$ cat src/design/dget_pkg.sv
// ----------------------------------------------------------------------------
// dget_pkg: shared types and constants for the directed graph edge table
// request codes, field widths and default sizing
// ----------------------------------------------------------------------------
package dget_pkg;

  localparam int DEF_MAX_NODES = 16;
  localparam int DEF_KEY_WIDTH = 32;
  localparam int REQ_W         = 3;

  typedef enum logic [REQ_W-1:0] {
    REQ_ADD_NODE = 3'd0,
    REQ_DEL_NODE = 3'd1,
    REQ_ADD_EDGE = 3'd2,
    REQ_DEL_EDGE = 3'd3,
    REQ_HAS_NODE = 3'd4,
    REQ_HAS_EDGE = 3'd5
  } req_t;

endpackage

$ cat src/design/directed_graph_edge_table.sv
// an accepted item waits in the input register; its result goes into the result register once that can take it
// throughput: one item per cycle while the result side is not stalled; one registered pass holds lookup and update
// the slot compare and the row and column clears all sit between the two registers
// reset (rst, synchronous): all slots free, matrix cleared, both stages empty
// ----------------------------------------------------------------------------
// directed_graph_edge_table: directed graph held as an adjacency bit matrix
// key-addressed slot table maps node keys to slots; rows of the matrix hold
// out-edges, columns in-edges; each item adds, removes or queries a node/edge
// ----------------------------------------------------------------------------
module directed_graph_edge_table
  import dget_pkg::*;
#(
  parameter int MAX_NODES = DEF_MAX_NODES,
  parameter int KEY_WIDTH = DEF_KEY_WIDTH
) (
  input  logic                        clk,
  input  logic                        rst,
  // request channel
  input  logic                        in_valid,
  output logic                        in_stall,
  input  logic [REQ_W-1:0]            req_type,
  input  logic signed [KEY_WIDTH-1:0] key_a,
  input  logic signed [KEY_WIDTH-1:0] key_b,
  // result channel
  output logic                        out_valid,
  input  logic                        out_stall,
  output logic                        success,
  output logic                        table_full
);

  typedef logic [MAX_NODES-1:0] vec_t;

  // input register
  logic                 ir_valid;
  logic [REQ_W-1:0]     ir_type;
  logic [KEY_WIDTH-1:0] ir_key_a;
  logic [KEY_WIDTH-1:0] ir_key_b;

  // graph state: slot table (key store has no reset, guarded by slot_used)
  vec_t                 slot_used;
  logic [KEY_WIDTH-1:0] slot_key [MAX_NODES];
  vec_t                 edge_row [MAX_NODES];

  vec_t                 slot_used_next;
  vec_t                 edge_row_next [MAX_NODES];
  vec_t                 key_write;

  vec_t                 hit_a;     // one-hot slot of key_a, zero if absent
  vec_t                 hit_b;     // one-hot slot of key_b, zero if absent
  vec_t                 free_vec;
  vec_t                 free_oh;   // lowest free slot
  logic                 found_a;
  logic                 found_b;
  logic                 edge_set;
  logic                 fire;
  logic                 success_next;
  logic                 table_full_next;

  // the item in the input register is processed when the result register can take it
  assign fire     = ir_valid && (!out_valid || !out_stall);
  assign in_stall = ir_valid && !fire;

  // parallel key compare over every slot
  always_comb begin
    for (int i = 0; i < MAX_NODES; i++) begin
      hit_a[i] = slot_used[i] && (slot_key[i] == ir_key_a);
      hit_b[i] = slot_used[i] && (slot_key[i] == ir_key_b);
    end
  end

  assign found_a  = |hit_a;
  assign found_b  = |hit_b;
  assign free_vec = ~slot_used;
  assign free_oh  = free_vec & (~free_vec + vec_t'(1));

  // edge bit of the selected row and column
  always_comb begin
    edge_set = 1'b0;
    for (int i = 0; i < MAX_NODES; i++) begin
      edge_set = edge_set | (hit_a[i] && |(edge_row[i] & hit_b));
    end
  end

  // next state and result for one request
  always_comb begin
    slot_used_next  = slot_used;
    key_write       = '0;
    success_next    = 1'b0;
    table_full_next = 1'b0;
    for (int i = 0; i < MAX_NODES; i++) begin
      edge_row_next[i] = edge_row[i];
    end
    case (ir_type)
      REQ_ADD_NODE: begin
        if (!found_a) begin
          if (slot_used == '1) begin
            table_full_next = 1'b1;
          end else begin
            // a freed slot already has its row and column clear
            slot_used_next = slot_used | free_oh;
            key_write      = free_oh;
            success_next   = 1'b1;
          end
        end
      end
      REQ_DEL_NODE: begin
        if (found_a) begin
          slot_used_next = slot_used & ~hit_a;
          for (int i = 0; i < MAX_NODES; i++) begin
            // clear its column everywhere and its whole row
            edge_row_next[i] = hit_a[i] ? '0 : (edge_row[i] & ~hit_a);
          end
          success_next = 1'b1;
        end
      end
      REQ_ADD_EDGE: begin
        if (found_a && found_b) begin
          for (int i = 0; i < MAX_NODES; i++) begin
            if (hit_a[i]) begin
              edge_row_next[i] = edge_row[i] | hit_b;
            end
          end
          success_next = 1'b1;
        end
      end
      REQ_DEL_EDGE: begin
        if (edge_set) begin
          for (int i = 0; i < MAX_NODES; i++) begin
            if (hit_a[i]) begin
              edge_row_next[i] = edge_row[i] & ~hit_b;
            end
          end
          success_next = 1'b1;
        end
      end
      REQ_HAS_NODE: begin
        success_next = found_a;
      end
      REQ_HAS_EDGE: begin
        success_next = edge_set;
      end
      default: begin
        // unused codes answer nothing found and change nothing
        success_next = 1'b0;
      end
    endcase
  end

  // input register
  always_ff @(posedge clk) begin
    if (rst) begin
      ir_valid <= 1'b0;
    end else if (in_valid && !in_stall) begin
      ir_valid <= 1'b1;
    end else if (fire) begin
      ir_valid <= 1'b0;
    end
    if (in_valid && !in_stall) begin
      ir_type  <= req_type;
      ir_key_a <= key_a;
      ir_key_b <= key_b;
    end
  end

  // graph state
  always_ff @(posedge clk) begin
    if (rst) begin
      slot_used <= '0;
      for (int i = 0; i < MAX_NODES; i++) begin
        edge_row[i] <= '0;
      end
    end else if (fire) begin
      slot_used <= slot_used_next;
      for (int i = 0; i < MAX_NODES; i++) begin
        edge_row[i] <= edge_row_next[i];
      end
    end
  end

  // key store, written only when a slot is taken
  always_ff @(posedge clk) begin
    for (int i = 0; i < MAX_NODES; i++) begin
      if (fire && key_write[i]) begin
        slot_key[i] <= ir_key_a;
      end
    end
  end

  // result register
  always_ff @(posedge clk) begin
    if (rst) begin
      out_valid <= 1'b0;
    end else if (fire) begin
      out_valid <= 1'b1;
    end else if (!out_stall) begin
      out_valid <= 1'b0;
    end
    if (fire) begin
      success    <= success_next;
      table_full <= table_full_next;
    end
  end

endmodule

$ cat config.mk
export PLATFORM = sky130hd
export DESIGN_NAME = directed_graph_edge_table
export DESIGN_NICKNAME = d
export VERILOG_FILES = /design/src/design/dget_pkg.sv /design/src/design/directed_graph_edge_table.sv
export SDC_FILE = /design/constraint.sdc
export NUM_CORES = 2
export LEC_CHECK = 0
export BUFFER_PORTS_ARGS = -buffer_cell sky130_fd_sc_hd__buf_2
export CORE_MARGIN = 8
export CORE_UTILIZATION = 30
export CTS_CLUSTER_DIAMETER = 30
export DETAILED_ROUTE_END_ITERATION = 12
export PLACE_DENSITY_LB_ADDON = 0.15
export SYNTH_ARGS = -nofsm -noshare
export SYNTH_HDL_FRONTEND = slang
export SYNTH_SLANG_ARGS = --single-unit
$ cat constraint.sdc
create_clock -name clk -period 6.8 [get_ports clk]
set_clock_uncertainty 0.05 [all_clocks]
set_input_delay 0.68 -clock clk [delete_from_list [all_inputs] [get_ports clk]]
set_output_delay 0.68 -clock clk [all_outputs]
set_load 0.03 [all_outputs]
==> results.txt <==
----------------------------------------------------
[Run status]
  Result of the run ... completed

[Floorplanning]
  Effective utilization at floorplan ... 30.1%
  Horiz. Die Dim ... 409 um
  Floorplan die height ... approximately 410 um
  Std cell rows ... 144
  # IOs ... 75
  Overall die area ... 167000 um2
  Core Region ... 154000 um2

[Logic synthesis]
  Part of the Yosys area used for sequential elements ... 55.1%
  Combined area of all synthesized cells ... 46300 um2
  Commonest cells in the netlist ... sky130_fd_sc_hd__edfxtp_1 (837), sky130_fd_sc_hd__xnor2_1 (778), sky130_fd_sc_hd__nand4_1 (399), sky130_fd_sc_hd__a21oi_1 (285), sky130_fd_sc_hd__o21ai_0 (279)
  Post-synth cell types ... 65
  Cell taking the most area after synthesis ... sky130_fd_sc_hd__edfxtp_1
  Primary FF master, synth ... sky130_fd_sc_hd__edfxtp_1
  Top-count cell post-synth ... sky130_fd_sc_hd__edfxtp_1
  Fraction of synthesis flops using an asynchronous set or reset pin ... 0%
  Post-Synthesis Mean Instance Area ... 11.5 um2
  Number of warnings reported in the yosys synthesis log ... 0
  FF+latch count, synth ... 855
  EDFF count, synth ... 837
  Syn nets ... 4091
  Mapped Cells ... 4020
  Fraction of post-synthesis cell area in the top cell type by area ... 54.3%
  Largest cells by area after synthesis ... sky130_fd_sc_hd__edfxtp_1 (54%), sky130_fd_sc_hd__xnor2_1 (15%), sky130_fd_sc_hd__nand4_1 (5.4%)

[Timing]
  Highest clock rate ... 171 MHz
  Final hold violation count ... 0
  Worst slew margin relative to its limit ... about 2%
  Worst-Margin Slew ... 1470 ps
  Unrepaired setup endpoints after global routing ... no
  Final sum of negative setup slack ... 0 ps
  Period utilisation layout ... 86.2%
  PnR worst setup slack ... 938 ps
  Final worst path period need ... 5860 ps
  Number of failing setup endpoints in the final timing report ... 0
  Pins Over Slew Limit ... 0
  Final Hold Slack ... ~46 ps

[Cells and area]
  Fraction of layout instances using a drive strength above 1 ... between 15 and 20%
  Net count, final ... 4457
  Number of inserted filler cells in the final layout ... 14900
  Area occupied by multi-input gates ... 19200 um2
  Area growth from synthesis to layout ... 28.6%
  Total area of sequential cells ... 25500 um2
  Final Instance Area ... 59500 um2

[Detailed routing]
  Top layer used by detailed routing ... met4
  Via Count ... 38000
  Total routed wire length on the met1 layer ... 93.8 mm
  Count of unresolved DRC violations after routing ... 0
  Total length of routed met2 wires ... 101 mm
  Met3 layer wire length in the routed design ... 20.6 mm
  Post-detailed-route wirelength per cell ... about 34 um
  Post-route ant nets ... 0
  Avg Vias per Cell ... ~5.7
  Number of iterations in the first detailed-routing pass ... 5
  Post-Route WL ... 229 mm
  Iteration-0 DRC Markers ... between 5000 and 6000

[GRT]
  Antenna violations before repair ... 4
  Wire length of the first global-routing pass ... approximately 310 mm
  Vias in the first global route ... 37600
  Maximum number of pins on one net before global-route repair ... 68
  GRT Residual Overflow ... 0
  Overall fraction of global-route tracks in use ... a little over a quarter

[Power]
  Power density cells ... approximately 320 nW/um2
  Total power draw ... between 15 and 20 mW
  Standby leakage power ... 19.5 nW
  Worst vdd ir ... 245 uV

[Clock network]
  Cts repair resizes ... 0
  Setup fix buffers added after clock tree synthesis ... 0
  Clock transition at the register clock pins on the worst setup and hold paths after CTS ... 50 ps
  Buffer cell driving the clock tree root ... sky130_fd_sc_hd__clkbuf_16
  Number of buffers on the longest clock path ... 3
  TritonCTS clock tree ... built
  Worst-Skew Late Latency ... 890 ps
  Cts bufs inserted ... 240
  Clock sink total ... approximately 860
  H-tree levels ... 4

[Setup path]
  Data arrival time of the worst path ... between 6000 and 7000 ps
  Required arrival time at the worst endpoint ... 7270 ps
  Worst reg2reg startpoint ... ir_key_b[3]$_DFFE_PP_
  Kind of capture point of the worst setup path ... register
  Critical Path Start ... ir_key_b[3]$_DFFE_PP_
  CP Launch Type ... register
  Critical Setup Path Class ... reg -> reg
  Maximum fanout along the worst path ... 11

[Place]
  Post-placement setup slack ... 1320 ps
  Final Wtd Congestion ... 0.961
  DP Area ... 50400 um2
  DP Wirelength ... 150 mm
  Count of input and output buffers ... 74

[Hold path]
  Hold Startpoint ... out_stall
  Path type of the worst min-delay path ... in -> reg

[Run]
  Number of violations of the max-capacitance limit ... 0

----------------------------------------------------
## worst max-delay path, cell delays in order, from the launching register on
cell and delay, ps:
sky130_fd_sc_hd__edfxtp_1 1260, sky130_fd_sc_hd__buf_4 470, sky130_fd_sc_hd__xnor2_1 120, sky130_fd_sc_hd__nand4_1 140, sky130_fd_sc_hd__nor4_4 70, sky130_fd_sc_hd__buf_4 220, sky130_fd_sc_hd__nand2_1 500, sky130_fd_sc_hd__o2111ai_1 210
sky130_fd_sc_hd__o41ai_1 710, sky130_fd_sc_hd__nand4_2 220, sky130_fd_sc_hd__nor4_2 650, sky130_fd_sc_hd__a211oi_4 160, sky130_fd_sc_hd__buf_4 240, sky130_fd_sc_hd__a21o_1 180, sky130_fd_sc_hd__buf_4 190
## metal layers
metal	GRT usage, %	vias up
li1	-	15700
met1	34.7	19200
met2	40.5	2447
met3	5.88	620
met4	12.7	0
met5	0	-
## where the power goes
group / total [mW] / switching (mW) / internal [mW]
logic: 1.23 / 0.825 / 0.406
registers: 6.12 / 0.159 / 5.96
clock network: 11.6 / 3.68 / 7.92
## cell type report
class                   instances  share of cell area (%)
diodes                          4                  0.0168
clock buffers                 263                    10.3
clock inverters               189                    3.87
inverters                     109                   0.687
multi-input cells            2775                    32.3
flip-flops and latches        855                    42.8
well taps                    2044                    4.30
repair buffers                405                    5.70
## worst paths after layout
| kind | depth (start not counted) | to | slack, ps |
|---|---|---|---|
| setup reg to reg | 14 | edge_row[0][83]$_SDFFCE_PN0P_ | 940 |
| hold reg to reg | 2 | out_valid$_SDFFE_PP0P_ | 420 |
| setup / recovery | 14 | edge_row[0][83]$_SDFFCE_PN0P_ | 940 |
| hold / removal | 3 | out_valid$_SDFFE_PP0P_ | 50 |
## placed cells by master, fill, tap and decap left out, types with 29 or more instances in the layout
cell type	instances
sky130_fd_sc_hd__clkbuf_16	241
sky130_fd_sc_hd__nor4_1	67
sky130_fd_sc_hd__edfxtp_1	837
sky130_fd_sc_hd__o21ai_0	279
sky130_fd_sc_hd__nand2_1	93
sky130_fd_sc_hd__inv_1	108
sky130_fd_sc_hd__a21oi_1	284
sky130_fd_sc_hd__nor2_1	216
sky130_fd_sc_hd__clkinv_2	49
sky130_fd_sc_hd__nand2b_1	39
sky130_fd_sc_hd__buf_2	73
sky130_fd_sc_hd__clkinv_1	51
sky130_fd_sc_hd__buf_12	29
sky130_fd_sc_hd__nand3_1	33
sky130_fd_sc_hd__o2111ai_1	63
sky130_fd_sc_hd__xnor2_1	778
sky130_fd_sc_hd__xor2_1	209
sky130_fd_sc_hd__nand4_1	399
sky130_fd_sc_hd__and2_1	103
sky130_fd_sc_hd__buf_4	235
sky130_fd_sc_hd__dlygate4sd3_1	67
sky130_fd_sc_hd__bufinv_16	39
## through the flow
step,util (%),instances
after CTS,38.7,6638
after floorplan,-,4020
after global placement,32.8,6120
after global routing,38.7,6640
final,38.7,6644
after detailed placement,32.8,6120
## timing repair
| item | CTS | global route |
|---|---|---|
| setup endpoints to repair | 0 | 0 |
| hold buffers | 66 | 1 |
| hold endpoints to repair | 66 | 1 |
## kinds of logic after synthesis
group           count (synthesis)  synth area share (%)
mux                             1                0.0216
simple gates                 1073                  13.1
xor+xnor                      987                  18.7
flops                         855                  55.1
compound gates                714                  9.00
buf+inv                       390                  4.18
## registers in the layout, indices dropped and copies added (netlist names)
signal	cells
ir_type	3
out_valid	1
table_full	1
success	1
slot_key	512
ir_valid	1
ir_key_b	32
edge_row	256
slot_used	16
ir_key_a	32
Power figures use the tool's default switching activity.
